$ cat src/sv/multi_channel_task_watchdog_defines.svh
// ---------------------------------------------------------------------------
// Watchdog supervisor assertion macros
// Concurrent check helpers, clocked on clk and disabled while rst_n is low.
// ---------------------------------------------------------------------------
`ifndef MULTI_CHANNEL_TASK_WATCHDOG_DEFINES_SVH
`define MULTI_CHANNEL_TASK_WATCHDOG_DEFINES_SVH

`ifndef SYNTHESIS
// Check a property on every rising edge of clk outside reset
`define MCTW_ASSERT(lbl, prop, msg) \
    lbl: assert property (@(posedge clk) disable iff (!rst_n) (prop)) else $error(msg);
// Check that a condition never holds
`define MCTW_ASSERT_NEVER(lbl, expr, msg) \
    `MCTW_ASSERT(lbl, !(expr), msg)
`else
`define MCTW_ASSERT(lbl, prop, msg)
`define MCTW_ASSERT_NEVER(lbl, expr, msg)
`endif

`endif

$ cat src/sv/mctw_pkg.sv
// ---------------------------------------------------------------------------
// Watchdog supervisor package
// Shared types, register indexes, phase codes and reset values.
// ---------------------------------------------------------------------------
package mctw_pkg;

    localparam int MAX_COUNTERS = 4;
    localparam int CNT_W        = 16;
    localparam int HOLD_W       = 8;
    localparam int CFG_IDX_W    = 3;
    localparam int CFG_DATA_W   = 16;

    // Configuration register indexes
    localparam logic [CFG_IDX_W-1:0] REG_ENABLE  = 3'd0;
    localparam logic [CFG_IDX_W-1:0] REG_LIMIT_0 = 3'd1;
    localparam logic [CFG_IDX_W-1:0] REG_LIMIT_1 = 3'd2;
    localparam logic [CFG_IDX_W-1:0] REG_LIMIT_2 = 3'd3;
    localparam logic [CFG_IDX_W-1:0] REG_LIMIT_3 = 3'd4;
    localparam logic [CFG_IDX_W-1:0] REG_HOLD    = 3'd5;

    // Register reset values
    localparam logic [CNT_W-1:0]  LIMIT_0_RST = 16'd60;
    localparam logic [CNT_W-1:0]  LIMIT_1_RST = 16'd40;
    localparam logic [CNT_W-1:0]  LIMIT_2_RST = 16'd10;
    localparam logic [CNT_W-1:0]  LIMIT_3_RST = 16'd3600;
    localparam logic [HOLD_W-1:0] HOLD_RST    = 8'd10;

    // Command codes
    localparam logic CMD_TICK  = 1'b0;
    localparam logic CMD_CLEAR = 1'b1;

    // Phase codes as reported on the result word
    localparam logic [1:0] PHASE_START = 2'd0;
    localparam logic [1:0] PHASE_ARM   = 2'd1;
    localparam logic [1:0] PHASE_RUN   = 2'd2;
    localparam logic [1:0] PHASE_HOLD  = 2'd3;

    typedef struct packed {
        logic                               enable;
        logic [MAX_COUNTERS-1:0][CNT_W-1:0] limit;
        logic [HOLD_W-1:0]                  hold_ticks;
    } cfg_t;

    typedef struct packed {
        logic                    restart;
        logic [1:0]              phase;
        logic [MAX_COUNTERS-1:0] trip_mask;
        logic                    watchdog_kick;
    } result_t;

endpackage

$ cat src/sv/multi_channel_task_watchdog.sv
// ---------------------------------------------------------------------------
// Multi-channel task watchdog supervisor
// Four liveness counters supervised through start, arm, run and hold phases.
// ---------------------------------------------------------------------------
// Usage:
//   Slave stream carries one command word: tuser[0] is cmd (0 tick, 1 clear),
//   tdata[1:0] the counter to clear. Every word yields one result word on the
//   master stream: kick, trip mask, phase after the step and restart.
//   Registers are written through cfg_we / cfg_index / cfg_wdata while idle.
// Path: an accepted word is held in the input stage register; its result
//   is registered in the result register when the word moves on, and is
//   then offered on the master stream.
// Throughput: one word per cycle while the receiver takes results; the phase
//   machine and the four counter compare/increment slices finish each step
//   combinationally between the input stage and the result register.
// Reset: counters and hold timer clear, phase is start, registers take
//   their default values; both stream stages come up empty.
// Stall: when the receiver holds tready low the result register keeps its
//   word; the input stage still takes one more word, then tready drops.
// ---------------------------------------------------------------------------
`include "multi_channel_task_watchdog_defines.svh"

module multi_channel_task_watchdog
    import mctw_pkg::*;
#(
    parameter int NUM_COUNTERS = 4
)
(
    input  logic                  clk,
    input  logic                  rst_n,
    // Configuration write port
    input  logic                  cfg_we,
    input  logic [CFG_IDX_W-1:0]  cfg_index,
    input  logic [CFG_DATA_W-1:0] cfg_wdata,
    // Command stream
    input  logic                  s_axis_tvalid,
    output logic                  s_axis_tready,
    input  logic [7:0]            s_axis_tdata,   // [1:0] counter_index, [7:2] zero
    input  logic [0:0]            s_axis_tuser,   // [0] cmd
    // Result stream
    output logic                  m_axis_tvalid,
    input  logic                  m_axis_tready,
    output logic [7:0]            m_axis_tdata    // [0] watchdog_kick, [4:1] trip_mask,
                                                  // [6:5] phase, [7] restart
);

    cfg_t       cfg;
    result_t    result;
    result_t    out_data_reg;
    logic       out_valid_reg;
    logic       in_valid_reg;
    logic       in_cmd_reg;
    logic [1:0] in_idx_reg;
    logic       advance;

    mctw_cfg_regs u_cfg_regs (
        .clk       (clk),
        .rst_n     (rst_n),
        .cfg_we    (cfg_we),
        .cfg_index (cfg_index),
        .cfg_wdata (cfg_wdata),
        .cfg       (cfg)
    );

    mctw_supervisor #(
        .NUM_COUNTERS (NUM_COUNTERS)
    ) u_supervisor (
        .clk           (clk),
        .rst_n         (rst_n),
        .cfg           (cfg),
        .step          (advance),
        .cmd           (in_cmd_reg),
        .counter_index (in_idx_reg),
        .result        (result)
    );

    // Move a word on when the result register is free or being emptied
    assign advance       = in_valid_reg && (!out_valid_reg || m_axis_tready);
    assign s_axis_tready = !in_valid_reg || advance;

    // Input stage: hold the accepted command word
    always_ff @(posedge clk or negedge rst_n)
    begin
        if (!rst_n)
        begin
            in_valid_reg <= 1'b0;
        end
        else if (s_axis_tready)
        begin
            in_valid_reg <= s_axis_tvalid;
        end
    end

    always_ff @(posedge clk)
    begin
        if (s_axis_tvalid && s_axis_tready)
        begin
            in_cmd_reg <= s_axis_tuser[0];
            in_idx_reg <= s_axis_tdata[1:0];
        end
    end

    // Result stage: hold the word until the receiver takes it
    always_ff @(posedge clk or negedge rst_n)
    begin
        if (!rst_n)
        begin
            out_valid_reg <= 1'b0;
        end
        else if (advance)
        begin
            out_valid_reg <= 1'b1;
        end
        else if (m_axis_tready)
        begin
            out_valid_reg <= 1'b0;
        end
    end

    always_ff @(posedge clk)
    begin
        if (advance)
        begin
            out_data_reg <= result;
        end
    end

    assign m_axis_tvalid = out_valid_reg;
    assign m_axis_tdata  = {out_data_reg.restart, out_data_reg.phase,
                            out_data_reg.trip_mask, out_data_reg.watchdog_kick};

    // Checks on the supervisor outputs and the stream stages
    `MCTW_ASSERT(a_kick_in_run, m_axis_tvalid && m_axis_tdata[0] |-> m_axis_tdata[6:5] == PHASE_RUN || m_axis_tdata[6:5] == PHASE_HOLD, "kick reported outside run")
    `MCTW_ASSERT(a_trip_in_hold, m_axis_tvalid && (m_axis_tdata[4:1] != 4'd0) |-> m_axis_tdata[6:5] == PHASE_HOLD, "trip reported outside hold")
    `MCTW_ASSERT(a_restart_to_arm, m_axis_tvalid && m_axis_tdata[7] |-> m_axis_tdata[6:5] == PHASE_ARM, "restart without return to arm")
    `MCTW_ASSERT_NEVER(a_ready_stall, !s_axis_tready && !(m_axis_tvalid && !m_axis_tready), "input stalled while output free")

endmodule

$ cat src/sv/mctw_cfg_regs.sv
// ---------------------------------------------------------------------------
// Watchdog supervisor configuration registers
// Write-only register file holding enable, trip limits and hold length.
// ---------------------------------------------------------------------------
module mctw_cfg_regs
    import mctw_pkg::*;
(
    input  logic                  clk,
    input  logic                  rst_n,
    input  logic                  cfg_we,
    input  logic [CFG_IDX_W-1:0]  cfg_index,
    input  logic [CFG_DATA_W-1:0] cfg_wdata,
    output cfg_t                  cfg
);

    cfg_t cfg_reg;

    // Decode writes; indexes beyond the list are dropped
    always_ff @(posedge clk or negedge rst_n)
    begin
        if (!rst_n)
        begin
            cfg_reg.enable     <= 1'b0;
            cfg_reg.limit[0]   <= LIMIT_0_RST;
            cfg_reg.limit[1]   <= LIMIT_1_RST;
            cfg_reg.limit[2]   <= LIMIT_2_RST;
            cfg_reg.limit[3]   <= LIMIT_3_RST;
            cfg_reg.hold_ticks <= HOLD_RST;
        end
        else if (cfg_we)
        begin
            unique case (cfg_index)
                REG_ENABLE:  cfg_reg.enable     <= cfg_wdata[0];
                REG_LIMIT_0: cfg_reg.limit[0]   <= cfg_wdata[CNT_W-1:0];
                REG_LIMIT_1: cfg_reg.limit[1]   <= cfg_wdata[CNT_W-1:0];
                REG_LIMIT_2: cfg_reg.limit[2]   <= cfg_wdata[CNT_W-1:0];
                REG_LIMIT_3: cfg_reg.limit[3]   <= cfg_wdata[CNT_W-1:0];
                REG_HOLD:    cfg_reg.hold_ticks <= cfg_wdata[HOLD_W-1:0];
                default:     cfg_reg <= cfg_reg;
            endcase
        end
    end

    assign cfg = cfg_reg;

endmodule

$ cat src/sv/mctw_supervisor.sv
// ---------------------------------------------------------------------------
// Watchdog supervisor core
// Phase machine, liveness counters and hold timer, updated once per word.
// ---------------------------------------------------------------------------
module mctw_supervisor
    import mctw_pkg::*;
#(
    parameter int NUM_COUNTERS = 4
)
(
    input  logic       clk,
    input  logic       rst_n,
    input  cfg_t       cfg,
    input  logic       step,
    input  logic       cmd,
    input  logic [1:0] counter_index,
    output result_t    result
);

    typedef enum logic [3:0] {
        ST_START = 4'b0001,
        ST_ARM   = 4'b0010,
        ST_RUN   = 4'b0100,
        ST_HOLD  = 4'b1000
    } phase_t;

    phase_t                             phase_reg, phase_next;
    logic [HOLD_W-1:0]                  hold_reg, hold_next;
    logic [NUM_COUNTERS-1:0][CNT_W-1:0] count_reg, count_next;
    logic [MAX_COUNTERS-1:0]            mask;
    logic                               kick;
    logic                               restart;
    logic [1:0]                         phase_code;

    // Compare every counter against its limit using the old value
    always_comb
    begin
        mask = '0;
        for (int i = 0; i < NUM_COUNTERS; i++)
        begin
            mask[i] = (count_reg[i] > cfg.limit[i]);
        end
    end

    // Work out the next state for the word in the input stage
    always_comb
    begin
        phase_next = phase_reg;
        hold_next  = hold_reg;
        count_next = count_reg;
        kick       = 1'b0;
        restart    = 1'b0;
        if (cmd == CMD_CLEAR)
        begin
            // Clear one counter; absent counters have no slot
            for (int i = 0; i < NUM_COUNTERS; i++)
            begin
                if (counter_index == 2'(i))
                begin
                    count_next[i] = '0;
                end
            end
        end
        else
        begin
            unique case (phase_reg)
                ST_START:
                begin
                    phase_next = ST_ARM;
                end
                ST_ARM:
                begin
                    if (cfg.enable)
                    begin
                        kick       = 1'b1;
                        count_next = '0;
                        phase_next = ST_RUN;
                    end
                end
                ST_RUN:
                begin
                    kick = cfg.enable;
                    for (int i = 0; i < NUM_COUNTERS; i++)
                    begin
                        count_next[i] = count_reg[i] + 1'b1;
                    end
                    if (|mask)
                    begin
                        phase_next = ST_HOLD;
                        hold_next  = cfg.hold_ticks;
                    end
                end
                ST_HOLD:
                begin
                    if (hold_reg <= HOLD_W'(1))
                    begin
                        hold_next  = '0;
                        phase_next = ST_ARM;
                        restart    = 1'b1;
                    end
                    else
                    begin
                        hold_next = hold_reg - 1'b1;
                    end
                end
                default:
                begin
                    phase_next = ST_START;
                end
            endcase
        end
    end

    // Map the phase after the step to its reported code
    always_comb
    begin
        unique case (phase_next)
            ST_START: phase_code = PHASE_START;
            ST_ARM:   phase_code = PHASE_ARM;
            ST_RUN:   phase_code = PHASE_RUN;
            ST_HOLD:  phase_code = PHASE_HOLD;
            default:  phase_code = PHASE_START;
        endcase
    end

    // Commit the step when the word moves to the output stage
    always_ff @(posedge clk or negedge rst_n)
    begin
        if (!rst_n)
        begin
            phase_reg <= ST_START;
            hold_reg  <= '0;
            count_reg <= '0;
        end
        else if (step)
        begin
            phase_reg <= phase_next;
            hold_reg  <= hold_next;
            count_reg <= count_next;
        end
    end

    assign result.watchdog_kick = kick;
    assign result.trip_mask     = (cmd == CMD_TICK && phase_reg == ST_RUN) ? mask : '0;
    assign result.phase         = phase_code;
    assign result.restart       = restart;

endmodule

$ cat config.mk
export PLATFORM = sky130hd
export DESIGN_NAME = multi_channel_task_watchdog
export DESIGN_NICKNAME = d
export VERILOG_FILES = /design/src/sv/mctw_pkg.sv /design/src/sv/multi_channel_task_watchdog.sv /design/src/sv/mctw_cfg_regs.sv /design/src/sv/mctw_supervisor.sv
export VERILOG_INCLUDE_DIRS = /design/src /design/src/sv
export SDC_FILE = /design/constraint.sdc
export NUM_CORES = 1
export LEC_CHECK = 0
export ABC_AREA = 1
export BUFFER_PORTS_ARGS = -buffer_cell sky130_fd_sc_hd__buf_2
export CAP_MARGIN = 20
export CORE_MARGIN = 2
export CORE_UTILIZATION = 50
export CTS_CLUSTER_SIZE = 8
export DETAILED_ROUTE_END_ITERATION = 8
export PLACE_DENSITY = 0.66
export SETUP_SLACK_MARGIN = 0.02
export SLEW_MARGIN = 20
export SYNTH_ARGS = -nofsm -noshare
export SYNTH_HDL_FRONTEND = slang
export SYNTH_SLANG_ARGS = --single-unit
$ cat constraint.sdc
create_clock -name clk -period 3.4 [get_ports clk]
set_clock_uncertainty 0.1 [all_clocks]
set_input_delay 0.85 -clock clk [delete_from_list [all_inputs] [get_ports clk]]
set_output_delay 0.85 -clock clk [all_outputs]
set_load 0.02 [all_outputs]
==> results of run 1 <==
-- metrics by stage --
step / util, % / power [mW] / cells
3_5_place_dp: 53.3 / 3.45 / 1370
4_1_cts: 56.5 / 5.30 / 1402
2_1_floorplan: - / 3.14 / 1118
5_1_grt: 56.5 / 5.58 / 1402
3_3_place_gp: 53.3 / 3.41 / 1370
6_report: 56.5 / 5.26 / 1402
-- kinds of logic (layout without fill, tap and decap cells) --
| family | Yosys count | count (layout) | share of synthesized area, % |
|---|---|---|---|
| buf+inv | 206 | 261 | 8.74 |
| simple gates | 438 | 438 | 21.6 |
| fa+ha+maj | 70 | 70 | 9.59 |
| flops | 162 | 162 | 45.2 |
| xor+xnor | 15 | 15 | 1.44 |
| compound gates | 227 | 227 | 13.5 |
-- synthesized netlist by cell type, types with 4 or more instances --
master,n,area (um^2)
dfrtp_1,136,3400
xor2_1,12,105
inv_1,174,653
nor2_2,10,62.6
nor3_1,26,130
a31oi_1,5,31.3
o21ai_0,121,606
a21oi_1,70,350
nor4_1,7,43.8
dfstp_2,15,394
edfxtp_1,11,330
nor2_4,6,67.6
o21a_1,5,37.5
nand4_1,13,81.3
ha_1,70,876
clkbuf_1,15,56.3
nor2_1,70,263
buf_2,4,20.0
nand2_1,255,957
o21ai_1,7,35.0
nand3_1,33,165
inv_2,8,30.0
-- worst max-delay path, stage by stage --
cell and delay, ps:
buf_2 80, inv_1 40, nand2_1 70, nand2_1 150
inv_2 280, o21ai_2 110, inv_2 100, nand2_8 80
nor2_4 270, inv_2 140, nor2_1 430, a21oi_1 80
o21a_1 130
-- power by group through the flow --
stage                     Combinational [mW]  Sequential, mW  Clock, mW
after floorplan                        0.748            2.40          0
after global placement                  1.00            2.41          0
after detailed placement                1.03            2.42          0
after CTS                               1.04            2.38       1.87
after global routing                    1.21            2.42       1.95
final                                   1.03            2.39       1.84
-- worst paths after layout --
check | from | end | slack, ps | cells past startpoint
hold reg to reg | u_cfg_regs.cfg[49]$_DFFE_PN0P_ | u_cfg_regs.cfg[49]$_DFFE_PN0P_ | 390 | 2
setup / recovery | m_axis_tready | u_supervisor.count_reg[46]$_DFFE_PN0P_ | 780 | 13
hold / removal | rst_n | u_supervisor.phase_reg[1]$_DFFE_PN0P_ | 240 | 1
min in group clk | u_cfg_regs.cfg[49]$_DFFE_PN0P_ | u_cfg_regs.cfg[49]$_DFFE_PN0P_ | 390 | 2
setup reg to reg | u_cfg_regs.cfg[29]$_DFFE_PN1P_ | u_supervisor.hold_reg[4]$_DFFE_PN0P_ | 870 | 16
max in group asynchronous | rst_n | u_cfg_regs.cfg[12]$_DFFE_PN1P_ | 2120 | 2
-- layout make-up --
cell class                      instances  area share (%)
Multi-Input combinational cell        750            41.4
Tap cell                              229            2.82
Inverter                              184            6.86
Timing Repair Buffer                   45            2.63
Clock buffer                           21            4.55
Clock inverter                         11            1.02
Sequential cell                       162            40.7
-- metal layers --
layer,up-vias,wire (um),GRT usage (%)
li1,3725,-,-
met1,3347,10400,32.0
met2,103,9040,34.4
met3,24,628,4.28
met4,0,338,6.33
met5,-,0,0
==> flow_summary.toml, run 1 <==
[grt]
grt_pass1_wl_mm = 34.1
first_global_vias = 6907
track_usage_pct = 22.2
antenna_found_initial = 0
grt_max_degree = 79
gr-total-overflow = 0

[finish]
drive_gt1_share_pct = 11.4
multi_input_area_mm2 = 0.00421
largest_reg_flops = 73
layout_common_cells = "nand2_1 (255), inv_1 (174), dfrtp_1 (136)"
antenna_cells = 0
fill_cells = 1646
finalInstanceArea_mm2 = 0.0101
regArea_mm2 = 0.00413
area_growth_pct = 11.1
layout_commonest_cell = "nand2_1"
final_nets = 1263

[timing]
relSlewSlack_pct = 43.3
finalHoldViolations = 0
hold-worst-slack_ps = 238
period_minus_slack_ps = 2620
fin_tns_setup_ps = 0
slew_viol_final = 0
setup_slack_ps = 784
rsz0062_at_grt = "no"
max_freq_mhz = 382
fin_crit_sh_pct = 76.9
setup_viol = 0
tightest_slew_ps = 848

[cts]
cts_root_buf = "clkbuf_16"
clock_latency_ps = 430
hold_buffers = 0
cts_tree = "built"
clk_pin_slew_ps = 60
h-tree-depth = 4
clk_path_buf_depth = 2
cts_buffers = 17
postCtsSetupBuffers = 0
clkSinkCount = 162
cts.repair.resized = 0

[synthesis]
syn_area_per_cell_um2 = 8.17
yosysSeqAreaShare_pct = 45.2
yosysWarningCount = 0
ys_types = 49
postSynth.asyncResetShare_pct = 93.2
synth_ff_type = "dfrtp_1"
synth_nets = 1221
synth_edf_count = 11
syn-cell-area_mm2 = 0.00913
ys_ff_latch = 162
synthCells = 1118

[die]
core_area_mm2 = 0.0180
top_level_ports = 43
fp.dieH_um = 139
design.die.area_mm2 = 0.0194
rows = 49
die_w_um = 139
start_util_pct = 50.8

[drt]
drt_wl_total_mm = 20.4
drc_errors = 0
firstDrtPassIters = 5
routedWlPerCell_um = 14.5
vias = 7199
ant_nets = 0
viasPerCell = 5.13
drtIter0Drc = 549

[power_and_ir_drop]
cellLeakagePower_nw = 4.95
power.switching_mw = 1.62
switching_share_pct = 30.9
irDropWorstVdd_v = 0.000354
p_comb_share_pct = 19.6
p_int_mw = 3.63
clkPwrFrac_pct = 35.0
pwr-share-seq_pct = 45.4
power_density_mw_per_mm2 = 518

[critical_path]
cp_max_fo = 15
criticalPathCategory = "input port to flop"
cp.arrival_ps = 2820
cp_data_required_time_ps = 3600
cp-end-kind = "flop"
cp-start-kind = "input port"

[flow_run]
cap_viol_max_count = 0

[placement]
hpwl_mm = 15.0
dpl_cell_area_mm2 = 0.00958
post-place-ws_ps = 371
place_congestion = 0.852
numPortBuffers = 36

[run_status]
outcome = "complete, no violations"

[hold_path]
hold_path_class = "input port to async pin"
Note: power is estimated with default switching activity, not from simulation.
==> inputs of run 2 (changes only) <==
Settings changed: PLACE_DENSITY 0.66 to 0.69.
Clock period 3.4 ns to 2.21 ns, I/O delays scaled along.
==> run 2 against run 1 <==
Compared with the run above: non-clock buffer count increased by 116; the flow now finishes with violations (negative setup slack); sequential power increased by 54%; sequential share of layout area decreased by 5.3 points; die area unchanged; routed wire length increased by 14%; setup slack got worse by 970 ps; clock power increased by 59%.
==> flow_summary.toml, run 2 (synthesis gave the netlist of run 1 again) <==
[power_and_ir_drop]
totalPowerFinal_mw = 8.76
irDropWorstVdd_v = 0.000558
cellLeakagePower_nw = 5.65
power_density_mw_per_mm2 = 750

[cts]
cts_tree = "built"
cts_root_buf = "clkbuf_16"
clkSinkCount = 162
h-tree-depth = 4
clk_path_buf_depth = 2
clk_pin_slew_ps = 60
cts_buffers = 17
clock_latency_ps = 440

[critical_path]
cpPeakStageDelay_ps = 540
cp.arrival_ps = 2480
cp_data_required_time_ps = 2300
cp-start-kind = "flop"
criticalPathCategory = "flop to flop"
cp-end-kind = "flop"
cp_max_fo = 3
path_cells = "inv_2, ha_4, nand2_4, buf_4, nor2_2, nand3_1, nand2_2, nand2_2, nor2_1, nand2_1, nand2_2, nand2_2, nand2_2, nor2_1, nand2_1, nand2_1"
crit_path_frequent_cell = "nand2_2"
crit_slowest_cell = "dfstp_2"

[die]
fp.dieH_um = 139
core_area_mm2 = 0.0180
design.die.area_mm2 = 0.0194
rows = 49
top_level_ports = 43
start_util_pct = 50.8
die_w_um = 139

[drt]
drtIter0Drc = 612
viasPerCell = 5.23
routedWlPerCell_um = 15.3
ant_nets = 0
vias = 7946
drc_errors = 0
drt_wl_total_mm = 23.2
firstDrtPassIters = 5

[finish]
largest_reg_flops = 73
fill_cells = 1465
layout_common_cells = "nand2_1 (233), inv_1 (155), dfrtp_1 (134)"
antenna_cells = 0
fin_util_pct = 65.0
drive_gt1_share_pct = 28.0
final_cell_count_no_fill = 1518
final_nets = 1379
area_growth_pct = 27.9
layout_commonest_cell = "nand2_1"

[timing]
max_freq_mhz = 417
tightest_slew_ps = 470
slew_viol_final = 0
setup_slack_ps = -186
relSlewSlack_pct = 68.7
rsz0062_at_grt = "yes"
hold-worst-slack_ps = 198
finalHoldViolations = 0
period_minus_slack_ps = 2400
fin_crit_sh_pct = 108
setup_viol = 26

[grt]
antenna_found_initial = 0
track_usage_pct = 23.8
grt_pass1_wl_mm = 36.8
gr-total-overflow = 0
first_global_vias = 7449
grt_max_degree = 45

[placement]
dp_cells = 1454
post-place-ws_ps = -221
hpwl_mm = 15.8
numPortBuffers = 36
place_congestion = 0.860

[hold_path]
hold_path_class = "input port to flop"

[run_status]
violations = "negative setup slack"
outcome = "complete, but fails checks"

[flow_run]
cap_viol_max_count = 0
==> run 2: cell types whose count changed in the layout (fill, tap and decap cells not counted), sizes merged <==
cell and change:
clkbuf +2, buf +114, inv -1, dlygate4sd3 +1
==> run 2: final timing paths <==
check,cells after the start,startpoint,endpoint,slack [ps]
worst max-delay path,16,u_cfg_regs.cfg[11]$_DFFE_PN1P_,m_axis_tdata[5]$_DFFE_PP_,-190
worst min-delay path,1,s_axis_tuser,in_cmd_reg$_DFFE_PP_,200
worst max register to register,16,u_cfg_regs.cfg[11]$_DFFE_PN1P_,m_axis_tdata[5]$_DFFE_PP_,-190
worst min register to register,2,u_cfg_regs.cfg[45]$_DFFE_PN0P_,u_cfg_regs.cfg[45]$_DFFE_PN0P_,380
max in group asynchronous,3,rst_n,u_cfg_regs.cfg[10]$_DFFE_PN1P_,740
min in group asynchronous,2,rst_n,u_supervisor.phase_reg[2]$_DFFE_PN0P_,520
==> run 2: through the flow <==
stage	area, um^2	setup TNS, ps
finish	11700	-1140
global route	11700	-4990
CTS	11000	-208
detailed placement	10200	-1730
global placement	10200	-1190
floorplan	9130	0
==> run 2: critical path: cells and delay by family, from the launching register on <==
kind	cells	cell delay [ps]
AND/OR/NAND/NOR	13	1080
adder cells (fa/ha/maj)	1	280
buffers and inverters	2	160
flip-flops	1	540
==> run 2: final cells by class <==
| class | count | area, um^2 | share of cell area (%) |
|---|---|---|---|
| sequential | 162 | 4130 | 35.4 |
| tap | 229 | 287 | 2.45 |
| timing repair buffer | 161 | 1220 | 10.5 |
| multi-input combinational | 750 | 4750 | 40.7 |
| inverter | 184 | 718 | 6.15 |
| clock buffer | 22 | 475 | 4.07 |
| clock inverter | 10 | 97.6 | 0.835 |
==> run 2: what timing repair did <==
item | in CTS | in global routing
endpoints found under the hold margin | 36 | 0
gates resized for setup | 29 | 130
gates cloned | 0 | 1
buffers inserted | 6 | 24
endpoints found under the setup margin | 12 | 49
hold buffers | 1 | 0
pin swaps | 21 | 58
==> run 2: routing by layer <==
metal	global-route usage (%)	wire length, um	vias up
met3	4.28	865	32
met4	6.17	320	0
li1	-	-	3949
met5	0	0	-
met2	39.1	11300	159
met1	32.8	10700	3806
==> run 2: power breakdown <==
group / total, mW / switching, mW / internal [mW]
registers: 3.69 / 0.268 / 3.42
logic: 2.15 / 1.27 / 0.880
clock network: 2.92 / 1.26 / 1.66
